--- config.mk ---
export PLATFORM = sky130hd
export DESIGN_NAME = calendar_catchup_and_season_shift_unit_flat
export DESIGN_NICKNAME = d
export VERILOG_FILES = /design/src/hdl/ccss_pkg.sv /design/src/hdl/ccss_if.sv /design/src/hdl/calendar_catchup_and_season_shift_unit.sv /design/src/flat_wrapper.sv
export VERILOG_INCLUDE_DIRS = /design/src /design/src/hdl
export SDC_FILE = /design/constraint.sdc
export NUM_CORES = 1
export LEC_CHECK = 0
export BUFFER_PORTS_ARGS = -buffer_cell sky130_fd_sc_hd__buf_2
export CAP_MARGIN = 20
export CORE_ASPECT_RATIO = 0.8
export CORE_MARGIN = 1.5
export CORE_UTILIZATION = 30
export DETAILED_ROUTE_END_ITERATION = 10
export GPL_ROUTABILITY_DRIVEN = 0
export PLACE_DENSITY_LB_ADDON = 0.25
export SETUP_SLACK_MARGIN = 0.05
export SLEW_MARGIN = 20
export SYNTH_ARGS = -nofsm -noshare
export SYNTH_HDL_FRONTEND = slang
export SYNTH_SLANG_ARGS = --single-unit
--- constraint.sdc ---
create_clock -name clk -period 4.1 [get_ports clk]
set_input_delay 0.615 -clock clk [delete_from_list [all_inputs] [get_ports clk]]
set_output_delay 0.615 -clock clk [all_outputs]
set_load 0.05 [all_outputs]
--- src/hdl/calendar_catchup_and_season_shift_unit_assert.svh ---
// ----------------------------------------------------------------------------
// calendar_catchup_and_season_shift_unit_assert.svh
// Assertion macros shared by the calendar unit.
// ----------------------------------------------------------------------------
`ifndef CALENDAR_CATCHUP_AND_SEASON_SHIFT_UNIT_ASSERT_SVH
`define CALENDAR_CATCHUP_AND_SEASON_SHIFT_UNIT_ASSERT_SVH

// same-cycle implication, checked out of reset
`define CCSS_ASSERT_IMP(label, clk, rst_n, ante, cons) \
    label: assert property (@(posedge clk) disable iff (!rst_n) (ante) |-> (cons)) \
        else $error("calendar unit: same-cycle check failed");

// next-cycle implication, checked out of reset
`define CCSS_ASSERT_NXT(label, clk, rst_n, ante, cons) \
    label: assert property (@(posedge clk) disable iff (!rst_n) (ante) |=> (cons)) \
        else $error("calendar unit: next-cycle check failed");

`endif

--- src/hdl/ccss_pkg.sv ---
// ----------------------------------------------------------------------------
// ccss_pkg
// Types, constants and calendar helper functions for the calendar unit.
// ----------------------------------------------------------------------------
package ccss_pkg;

    // item function codes
    typedef enum logic [1:0] {
        FUNC_LOAD    = 2'd0,
        FUNC_CATCHUP = 2'd1,
        FUNC_SUMMER  = 2'd2,
        FUNC_WINTER  = 2'd3
    } func_t;

    // result status codes
    typedef enum logic [1:0] {
        ST_DONE    = 2'd0,
        ST_REACHED = 2'd1,
        ST_GAVE_UP = 2'd2
    } status_t;

    localparam logic [5:0] MINUTES_PER_HOUR = 6'd60;
    localparam logic [4:0] HOURS_PER_DAY    = 5'd24;
    localparam logic [3:0] MONTHS_PER_YEAR  = 4'd12;
    localparam logic [4:0] LAST_HOUR        = 5'd23;
    localparam logic [7:0] YEAR_WRAP        = 8'd100;
    localparam logic [6:0] YEAR_LAST        = 7'd99;
    localparam logic [8:0] COUNT_MAX        = 9'd511;
    localparam logic [7:0] MAX_DAYS_RESET   = 8'd10;

    // register map (index within the APB window)
    localparam logic REG_MAX_DAYS_OFF = 1'b0;

    typedef struct packed {
        logic [5:0] minute;
        logic [4:0] hour;
        logic [4:0] day;
        logic [3:0] month;
        logic [6:0] year;
    } cal_t;

    typedef struct packed {
        cal_t       cal;
        logic [1:0] status;
    } res_t;

    // days in a month; months outside 1..12 count as 31, leap when year%4==0
    function automatic logic [4:0] days_in(input logic [3:0] month,
                                           input logic [6:0] year);
        logic [4:0] d;
        case (month)
            4'd2:                      d = (year[1:0] == 2'b00) ? 5'd29 : 5'd28;
            4'd4, 4'd6, 4'd9, 4'd11:   d = 5'd30;
            default:                   d = 5'd31;
        endcase
        return d;
    endfunction

    // year count-up with wrap at 100 (anything 99 or more goes to 0)
    function automatic logic [6:0] year_up(input logic [6:0] year);
        logic [7:0] y1;
        y1 = {1'b0, year} + 8'd1;
        return (y1 >= YEAR_WRAP) ? 7'd0 : y1[6:0];
    endfunction

    // day advance with month and year carries
    function automatic cal_t day_up(input cal_t c);
        cal_t       r;
        logic [4:0] d1;
        logic [3:0] m1;
        r  = c;
        d1 = c.day + 5'd1;
        m1 = c.month + 4'd1;
        if (d1 > days_in(c.month, c.year))
        begin
            r.day = 5'd1;
            if (m1 > MONTHS_PER_YEAR)
            begin
                r.month = 4'd1;
                r.year  = year_up(c.year);
            end
            else
            begin
                r.month = m1;
            end
        end
        else
        begin
            r.day = d1;
        end
        return r;
    endfunction

endpackage

--- src/hdl/ccss_if.sv ---
// ----------------------------------------------------------------------------
// ccss_if
// Valid/ready channels for the calendar unit: item in, result out.
// ----------------------------------------------------------------------------
interface ccss_in_if;
    logic       valid;
    logic       ready;
    logic [1:0] func;
    logic [5:0] in_minute;
    logic [4:0] in_hour;
    logic [4:0] in_day;
    logic [3:0] in_month;
    logic [6:0] in_year;

    modport source (output valid, func, in_minute, in_hour, in_day, in_month, in_year,
                    input ready);
    modport sink   (input valid, func, in_minute, in_hour, in_day, in_month, in_year,
                    output ready);
endinterface

interface ccss_out_if;
    logic       valid;
    logic       ready;
    logic [5:0] out_minute;
    logic [4:0] out_hour;
    logic [4:0] out_day;
    logic [3:0] out_month;
    logic [6:0] out_year;
    logic [1:0] status;

    modport source (output valid, out_minute, out_hour, out_day, out_month, out_year,
                    status, input ready);
    modport sink   (input valid, out_minute, out_hour, out_day, out_month, out_year,
                    status, output ready);
endinterface

--- src/hdl/calendar_catchup_and_season_shift_unit.sv ---
// Throughput: one item per cycle while the skid is empty; results go to the result
// register, or to the skid while one waits. Between the calendar and result registers
// the step is a single pass of compare, carry chain and days-in-month lookup.
// A two-deep output stage (result + skid) keeps input open while one result waits.
// Reset (rst_n, async, active low): calendar 00:00 day 1 month 1 year 0, day count 0,
// max_days_off 10, output empty.
// ----------------------------------------------------------------------------
// calendar_catchup_and_season_shift_unit
// Calendar clock with catch-up stepping, day limit and summer/winter shift.
// ----------------------------------------------------------------------------
`include "calendar_catchup_and_season_shift_unit_assert.svh"

module calendar_catchup_and_season_shift_unit (
    input  logic              clk,
    input  logic              rst_n,
    // APB configuration port
    input  logic              psel,
    input  logic              penable,
    input  logic              pwrite,
    input  logic [2:0]        paddr,
    input  logic [31:0]       pwdata,
    output logic [31:0]       prdata,
    output logic              pready,
    // item channels
    ccss_in_if.sink           in_word,
    ccss_out_if.source        out_word
);

    // ------------------------------------------------------------------
    // configuration register
    // ------------------------------------------------------------------
    logic [7:0] max_days_off_reg;
    logic       cfg_wr;

    assign pready = 1'b1;
    assign cfg_wr = psel && penable && pwrite && (paddr[2] == ccss_pkg::REG_MAX_DAYS_OFF);

    always_ff @(posedge clk or negedge rst_n)
    begin
        if (!rst_n)
            max_days_off_reg <= ccss_pkg::MAX_DAYS_RESET;
        else if (cfg_wr)
            max_days_off_reg <= pwdata[7:0];
    end

    // read back (low address bits select nothing)
    always_comb
    begin
        prdata = 32'd0;
        if (paddr[2] == ccss_pkg::REG_MAX_DAYS_OFF)
            prdata = {24'd0, max_days_off_reg};
    end

    // ------------------------------------------------------------------
    // handshake
    // ------------------------------------------------------------------
    logic in_acc;
    logic out_valid_reg, out_valid_next;
    logic skid_valid_reg, skid_valid_next;
    ccss_pkg::res_t out_reg, out_next;
    ccss_pkg::res_t skid_reg, skid_next;

    assign in_word.ready = !skid_valid_reg;
    assign in_acc        = in_word.valid && in_word.ready;

    // ------------------------------------------------------------------
    // calendar step
    // ------------------------------------------------------------------
    ccss_pkg::cal_t cal_reg, cal_next;
    logic [8:0]     days_reg, days_next;
    ccss_pkg::cal_t tgt;
    ccss_pkg::res_t res;

    assign tgt.minute = in_word.in_minute;
    assign tgt.hour   = in_word.in_hour;
    assign tgt.day    = in_word.in_day;
    assign tgt.month  = in_word.in_month;
    assign tgt.year   = in_word.in_year;

    always_comb
    begin
        logic [5:0]       min1;
        logic [4:0]       hr1;
        logic [8:0]       cnt1;
        logic [1:0]       st;
        ccss_pkg::cal_t   c;
        c    = cal_reg;
        st   = ccss_pkg::ST_DONE;
        days_next = days_reg;
        min1 = cal_reg.minute + 6'd1;
        hr1  = cal_reg.hour + 5'd1;
        cnt1 = (days_reg < ccss_pkg::COUNT_MAX) ? days_reg + 9'd1 : days_reg;
        case (ccss_pkg::func_t'(in_word.func))
            ccss_pkg::FUNC_LOAD:
            begin
                c         = tgt;
                days_next = 9'd0;
            end
            ccss_pkg::FUNC_CATCHUP:
            begin
                if (cal_reg == tgt)
                begin
                    st = ccss_pkg::ST_REACHED;
                end
                else if (min1 >= ccss_pkg::MINUTES_PER_HOUR)
                begin
                    c.minute = 6'd0;
                    if (hr1 >= ccss_pkg::HOURS_PER_DAY)
                    begin
                        // hour wrap: count the day, check the limit
                        c.hour    = 5'd0;
                        days_next = cnt1;
                        if (cnt1 > {1'b0, max_days_off_reg})
                            st = ccss_pkg::ST_GAVE_UP;
                        else
                            c = ccss_pkg::day_up(c);
                    end
                    else
                    begin
                        c.hour = hr1;
                    end
                end
                else
                begin
                    c.minute = min1;
                end
            end
            ccss_pkg::FUNC_SUMMER:
            begin
                if (hr1 >= ccss_pkg::HOURS_PER_DAY)
                begin
                    c.hour = 5'd0;
                    c      = ccss_pkg::day_up(c);
                end
                else
                begin
                    c.hour = hr1;
                end
            end
            ccss_pkg::FUNC_WINTER:
            begin
                if (cal_reg.hour != 5'd0)
                begin
                    c.hour = cal_reg.hour - 5'd1;
                end
                else
                begin
                    c.hour = ccss_pkg::LAST_HOUR;
                    if (cal_reg.day > 5'd1)
                    begin
                        c.day = cal_reg.day - 5'd1;
                    end
                    else
                    begin
                        // step back into previous month, land on its last day
                        if (cal_reg.month > 4'd1)
                        begin
                            c.month = cal_reg.month - 4'd1;
                        end
                        else
                        begin
                            c.month = ccss_pkg::MONTHS_PER_YEAR;
                            c.year  = (cal_reg.year == 7'd0) ? ccss_pkg::YEAR_LAST
                                                             : cal_reg.year - 7'd1;
                        end
                        c.day = ccss_pkg::days_in(c.month, c.year);
                    end
                end
            end
            default:
            begin
                c = cal_reg;
            end
        endcase
        cal_next   = c;
        res.cal    = c;
        res.status = st;
    end

    // calendar state
    always_ff @(posedge clk or negedge rst_n)
    begin
        if (!rst_n)
        begin
            cal_reg.minute <= 6'd0;
            cal_reg.hour   <= 5'd0;
            cal_reg.day    <= 5'd1;
            cal_reg.month  <= 4'd1;
            cal_reg.year   <= 7'd0;
            days_reg       <= 9'd0;
        end
        else if (in_acc)
        begin
            cal_reg  <= cal_next;
            days_reg <= days_next;
        end
    end

    // ------------------------------------------------------------------
    // output stage: result register plus skid
    // ------------------------------------------------------------------
    always_comb
    begin
        out_valid_next  = out_valid_reg;
        skid_valid_next = skid_valid_reg;
        out_next        = out_reg;
        skid_next       = skid_reg;
        if (!out_valid_reg || out_word.ready)
        begin
            if (skid_valid_reg)
            begin
                out_next        = skid_reg;
                out_valid_next  = 1'b1;
                skid_valid_next = 1'b0;
            end
            else
            begin
                out_next       = res;
                out_valid_next = in_acc;
            end
        end
        else if (in_acc)
        begin
            skid_next       = res;
            skid_valid_next = 1'b1;
        end
    end

    always_ff @(posedge clk or negedge rst_n)
    begin
        if (!rst_n)
        begin
            out_valid_reg  <= 1'b0;
            skid_valid_reg <= 1'b0;
        end
        else
        begin
            out_valid_reg  <= out_valid_next;
            skid_valid_reg <= skid_valid_next;
        end
    end

    // payload words, no reset
    always_ff @(posedge clk)
    begin
        out_reg  <= out_next;
        skid_reg <= skid_next;
    end

    assign out_word.valid      = out_valid_reg;
    assign out_word.out_minute = out_reg.cal.minute;
    assign out_word.out_hour   = out_reg.cal.hour;
    assign out_word.out_day    = out_reg.cal.day;
    assign out_word.out_month  = out_reg.cal.month;
    assign out_word.out_year   = out_reg.cal.year;
    assign out_word.status     = out_reg.status;

    // ------------------------------------------------------------------
    // assertions
    // ------------------------------------------------------------------
    // skid only ever holds a word behind a held result word
    `CCSS_ASSERT_IMP(a_skid_behind_out, clk, rst_n, skid_valid_reg, out_valid_reg)
    // a load sets the calendar to the loaded minute and clears the day count
    `CCSS_ASSERT_NXT(a_load_sets, clk, rst_n, in_acc && (in_word.func == ccss_pkg::FUNC_LOAD), (cal_reg.minute == $past(in_word.in_minute)) && (days_reg == 9'd0))
    // season shifts never touch the day count
    `CCSS_ASSERT_NXT(a_shift_keeps_count, clk, rst_n, in_acc && (in_word.func == ccss_pkg::FUNC_SUMMER || in_word.func == ccss_pkg::FUNC_WINTER), $stable(days_reg))

endmodule
--- src/flat_wrapper.sv ---
// flat-port wrapper written by rule: the top's interface ports become plain ports
module calendar_catchup_and_season_shift_unit_flat 
  (clk, rst_n, psel, penable, pwrite, paddr, pwdata, prdata, pready, in_word_valid, in_word_func, in_word_in_minute, in_word_in_hour, in_word_in_day, in_word_in_month, in_word_in_year, in_word_ready, out_word_valid, out_word_out_minute, out_word_out_hour, out_word_out_day, out_word_out_month, out_word_out_year, out_word_status, out_word_ready);
  ccss_in_if in_word_i ();
  ccss_out_if out_word_i ();
  input  logic clk;
  input  logic rst_n;
  input  logic psel;
  input  logic penable;
  input  logic pwrite;
  input  logic [2:0] paddr;
  input  logic [31:0] pwdata;
  output logic [31:0] prdata;
  output logic pready;
  input wire logic [$bits(in_word_i.valid)-1:0] in_word_valid;
  input wire logic [$bits(in_word_i.func)-1:0] in_word_func;
  input wire logic [$bits(in_word_i.in_minute)-1:0] in_word_in_minute;
  input wire logic [$bits(in_word_i.in_hour)-1:0] in_word_in_hour;
  input wire logic [$bits(in_word_i.in_day)-1:0] in_word_in_day;
  input wire logic [$bits(in_word_i.in_month)-1:0] in_word_in_month;
  input wire logic [$bits(in_word_i.in_year)-1:0] in_word_in_year;
  output wire logic [$bits(in_word_i.ready)-1:0] in_word_ready;
  output wire logic [$bits(out_word_i.valid)-1:0] out_word_valid;
  output wire logic [$bits(out_word_i.out_minute)-1:0] out_word_out_minute;
  output wire logic [$bits(out_word_i.out_hour)-1:0] out_word_out_hour;
  output wire logic [$bits(out_word_i.out_day)-1:0] out_word_out_day;
  output wire logic [$bits(out_word_i.out_month)-1:0] out_word_out_month;
  output wire logic [$bits(out_word_i.out_year)-1:0] out_word_out_year;
  output wire logic [$bits(out_word_i.status)-1:0] out_word_status;
  input wire logic [$bits(out_word_i.ready)-1:0] out_word_ready;
  assign in_word_i.valid = in_word_valid;
  assign in_word_i.func = in_word_func;
  assign in_word_i.in_minute = in_word_in_minute;
  assign in_word_i.in_hour = in_word_in_hour;
  assign in_word_i.in_day = in_word_in_day;
  assign in_word_i.in_month = in_word_in_month;
  assign in_word_i.in_year = in_word_in_year;
  assign in_word_ready = in_word_i.ready;
  assign out_word_valid = out_word_i.valid;
  assign out_word_out_minute = out_word_i.out_minute;
  assign out_word_out_hour = out_word_i.out_hour;
  assign out_word_out_day = out_word_i.out_day;
  assign out_word_out_month = out_word_i.out_month;
  assign out_word_out_year = out_word_i.out_year;
  assign out_word_status = out_word_i.status;
  assign out_word_i.ready = out_word_ready;
  calendar_catchup_and_season_shift_unit u_core (.clk(clk), .rst_n(rst_n), .psel(psel), .penable(penable), .pwrite(pwrite), .paddr(paddr), .pwdata(pwdata), .prdata(prdata), .pready(pready), .in_word(in_word_i), .out_word(out_word_i));
endmodule
# Yosys cells after proc, flatten, opt, wreduce, memory -nomap -nowiden
# Index checks and enable logic that the tools add are counted.
[word_totals] regBits=104 latchBits=0 ram_bits=0 mem_bits_ro=0 in_bits=71 mem_count=0
[op_classes] add_sub_neg=10 mul=0 div=0 order_cmp=10 eq_ne=17 shifts=0 n_mux=57 bitwise_logic=2 reduce_logical=18
[op_table] cell="case mux 21 bit (4 select lines)" count=1
[op_table] cell="2-to-1 mux 5 bit" count=13
[op_table] cell="2-to-1 mux 16 bit" count=4
[op_table] cell="2-to-1 mux 7 bit" count=7
[op_table] cell="2-to-1 mux 9 bit" count=4
[op_table] cell="2-to-1 mux 11 bit" count=3
[op_table] cell="2-to-1 mux 29 bit" count=1
[op_table] cell="== test 27 bit" count=1
[op_table] cell="2-to-1 mux 27 bit" count=1
[op_table] cell="2-to-1 mux 21 bit" count=1
[op_table] cell="2-to-1 mux 4 bit" count=5
[op_table] cell="case mux 5 bit (2 select lines)" count=2
[op_table] cell="case mux 9 bit (2 select lines)" count=1
[op_table] cell="== test 4 x 3 -> 1 bit (second input constant)" count=4
[op_table] cell="== test 4 bit (second input constant)" count=4
[op_table] cell="2-to-1 mux 6 bit" count=2
[op_table] cell="case mux 6 bit (2 select lines)" count=1
[op_table] cell="adder 5 x 1 -> 5 bit (second input constant)" count=2
[op_table] cell="> comparator 5 bit" count=2
[op_table] cell="2-to-1 mux 2 bit" count=5
[op_table] cell="subtractor 5 x 1 -> 5 bit (second input constant)" count=2
[op_table] cell="adder 9 x 1 -> 9 bit (second input constant)" count=1
[op_table] cell="> comparator 9 x 8 -> 1 bit" count=1
[op_table] cell="less-than comparator 9 bit (second input constant)" count=1
[op_table] cell="29 further kinds" count=45

# Longest topological paths before layout
[logic_depth] ltp_word=16 mapped_depth=16 mapped_depth_nobuf=14

# Least setup slack after synthesis
# OpenSTA, ideal clock, no wires.
[synth_path] path_kind="register to register" start="register u_core.cal_reg[7] (netlist name)" end="register u_core.out_reg (netlist bit u_core.out_word.out_year[6]) (data pin)" arrival_ns=3.443 required_ns=3.840 setup_slack_ns=0.398 path_stages_with_launch=17 period_less_slack_ns=3.702 cell_sequence="dfstp_2 clkbuf_1 inv_1 ha_1 o21ai_0 o21ai_0 o21ai_0 ha_1 nand2_1 o221ai_1 nor3_1 buf_2 nand3_1 o41a_1 o21ai_1 nand2_1 mux2_2"
[synth_rtl] item="from (decl)" line_no="calendar_catchup_and_season_shift_unit.sv:69" text="ccss_pkg::cal_t cal_reg, cal_next;"
[synth_rtl] item="from (signal assigned)" line_no="calendar_catchup_and_season_shift_unit.sv:194" text="cal_reg <= cal_next;"
[synth_rtl] item="to (signal assigned)" line_no="calendar_catchup_and_season_shift_unit.sv:246" text="out_reg <= out_next;"
[synth_rtl] item="to (decl)" line_no="calendar_catchup_and_season_shift_unit.sv:60" text="ccss_pkg::res_t out_reg, out_next;"

==> results.yml <==
floorplan:
  fp.coreArea_um2: 24600
  die_w_um: 181
  row_count: 51
  die_area_um2: 26200
  initial_core_util_pct: 30.9
  die_h_um: 145
  ios: 135
cells_and_area:
  largest_reg_flops: 29
  drive_above_1_share_pct: 24.0
  nFillCells: 2552
  diodes: 0
  nNetsFinal: 1016
  syn_to_final_growth_pct: 15.4
  final_core_util_pct: 35.6
drt:
  totalWireLength_mm: 22.0
  detail-route-antenna-nets: 0
  vias_per_cell: 5.25
  dr.pass1.iters: 8
  drc: 1
  wl_per_cell_um: 17.7
  route.vias.total: 6532
  drt_iter0_markers: 519
power:
  power.density_nw_per_um2: 500
  ir_drop_mv: 0.192
  static-leakage-power_nw: 3.48
  total_power_mw: 4.37
timing:
  slew_headroom_pct: 27.2
  fin_skew_ns: 0.0113
  post-route-period-util_pct: 95.6
  rsz0062_at_grt: "true"
  fmax_mhz: 255
  slew_viol_final: 0
  min_period_ns: 3.92
  hold_viol: 0
  setup_viol: 0
  worst_pin_slew_ns: 1.09
logic_synthesis:
  yosys.area.top_type: "edfxtp_1"
  ys_ff_latch: 104
  synth_edf_count: 58
  ys_types: 91
  synthesis.area_um2: 7580
  ys_top_cells_by_area: "edfxtp_1 23%, dfrtp_1 14%, mux2_2 5.3%"
  syn_inst: 839
  ys_seq_area_share_pct: 38.2
  async_flop_share_pct: 44.2
  postSynthAreaPerCell_um2: 9.04
  synth.top_cell.area_share_pct: 23.0
  synth.top_cells.by_count: "79 x nand2_1, 61 x nor2_1, 58 x edfxtp_1, 56 x o21ai_0"
  synthFlopType: "edfxtp_1"
  synth_most_common_cell: "nand2_1"
  ys_warn_count: 0
status:
  violations: "DRC"
  status: "finished, violations left"
worst_setup_path:
  worstPathMaxFanout: 9
  worstSetupPathType: "flip-flop to flip-flop"
  critPathCaptureType: "flip-flop"
  cp_common_cell: "buf_4"
  crit_path_cell_trace: "nand3_1 -> nor3_2 -> nor2b_2 -> nand2b_1 -> xnor2_1 -> ha_1 -> a2111oi_2 -> o21ai_1 -> a21oi_2 -> o21ai_0 -> buf_4 -> buf_4 -> or4_1 -> a31o_1 -> o211ai_2 -> mux2_2"
  required_ns: 4.34
  setup.worst_path.start_class: "flip-flop"
  crit_path_top_delay_cell: "or4_1"
  cp.arrival_ns: 4.16
  critPathMaxStageDelay_ns: 0.49
clocking:
  clk_pin_slew_worst_paths_ns: 0.08
  cts_tree: "done"
  root_buffer: "clkbuf_16"
  cts.sinks: 104
  cts_made_buffers: 9
  htree_levels: 3
  clock_tree.buffer_depth: 2
  clock_latency_ns: 0.36
grt:
  overflow: 0
  grt_pass1_wl_mm: 34.2
  grt_max_degree: 33
  grt_usage_pct: 16.6
  antenna_found_initial: 0
  grt_pass1_vias: 5945
worst_hold_path:
  hold_path.class: "primary input to async pin"
run:
  drv_cap: 0
placement:
  dp_hpwl_mm: 16.4
  portBuffers: 83
## kinds of logic (layout without fill, tap and decap cells)
group,Yosys count,after routing,synth area share (%)
other cells,2,25,0.0991
compound gates,234,234,20.6
simple gates,264,264,17.6
mux,45,45,6.88
xor+xnor,42,42,4.85
flops,104,104,38.2
fa+ha+maj,24,24,3.96
buf+inv,124,188,7.72
## cell type report
class                           instances  area [um2]  share of cell area [%]
Multi-Input combinational cell        634        4220                    48.2
Sequential cell                       104        2900                    33.1
Timing Repair Buffer                  133         791                    9.04
Tap cell                              318         398                    4.55
Clock buffer                           10         239                    2.73
Inverter                               39         146                    1.67
Clock inverter                          6        60.1                   0.686
## what timing repair did
| item | in CTS | in global routing |
|---|---|---|
| setup buffers | 0 | 4 |
| endpoints found under the setup margin | 0 | 13 |
| hold endpoints to repair | 0 | 0 |
| hold buffers | 0 | 0 |
| gates resized for setup | 0 | 9 |
## per-layer routing
layer  part of all wire [%]  global-route usage, %  vias up
met3                    5.4                   3.01       24
li1                       -                      -     3187
met4                    1.6                   4.75        0
met5                      0                      0        -
met2                     44                   25.5      200
met1                     49                   23.7     3121
## critical path: cells and delay by family (launching register included)
kind                     cells  cell delay [ns]
XOR/XNOR                     1             0.17
flip-flops                   1             0.40
AND/OR/NAND/NOR              5             1.16
buffers and inverters        2             0.36
AO/OA/AOI/OAI                6             1.19
multiplexers                 1             0.20
adder cells (fa/ha/maj)      1             0.31
## report_power, final
group / total (mW) / internal [mW] / switching (mW)
sequential: 1.55 / 1.33 / 0.223
clock: 0.882 / 0.444 / 0.437
combinational: 1.94 / 0.716 / 1.22
## placed cells by master, fill, tap and decap left out, drive strengths merged, types with 4 or more instances in the layout
master    n
mux2     37
conb     25
mux2i     6
ha       24
nand4    17
dfrtp    42
or3      10
clkbuf   10
nand3    23
edfxtp   58
a21boi    4
and2      5
a21oi    44
buf     133
o21a      9
a31oi    13
inv      41
o21ai    67
xnor2    37
nor2b     9
nor2     61
nand2b    8
dfstp     4
nor4      8
nand2    79
o22ai    11
o31ai    17
o211ai    7
xor2      5
a21o     12
nor3     21
## path summary, 6_finish.rpt
check / startpoint / endpoint / slack, ns / cells after the start
min: rst_n / u_core.max_days_off_reg[0] / 0.32 / 1
max in group asynchronous: rst_n / u_core.cal_reg[11] / 2.95 / 2
max reg2reg: u_core.days_reg[7] / u_core.out_word.out_year[4] / 0.18 / 16
min in group clk: pwdata[0] / u_core.max_days_off_reg[0] / 0.48 / 2
max: u_core.days_reg[7] / u_core.out_word.out_year[4] / 0.18 / 16
min reg2reg: u_core.max_days_off_reg[2] / u_core.max_days_off_reg[2] / 0.51 / 1
## through the flow
step	cell area [um2]	hold WS, ns	cells	setup TNS (ns)	worst slack [ns]
after global placement	8390	0.488	1224	0	0.180
final	8750	0.323	1244	0	0.179
after CTS	8690	0.351	1240	0	0.179
after global routing	8750	0.375	1244	-0.153	-0.0775
after detailed placement	8390	0.495	1224	0	0.204
after floorplan	7670	0.319	862	0	0.398
(Power assumes the default switching activity.)
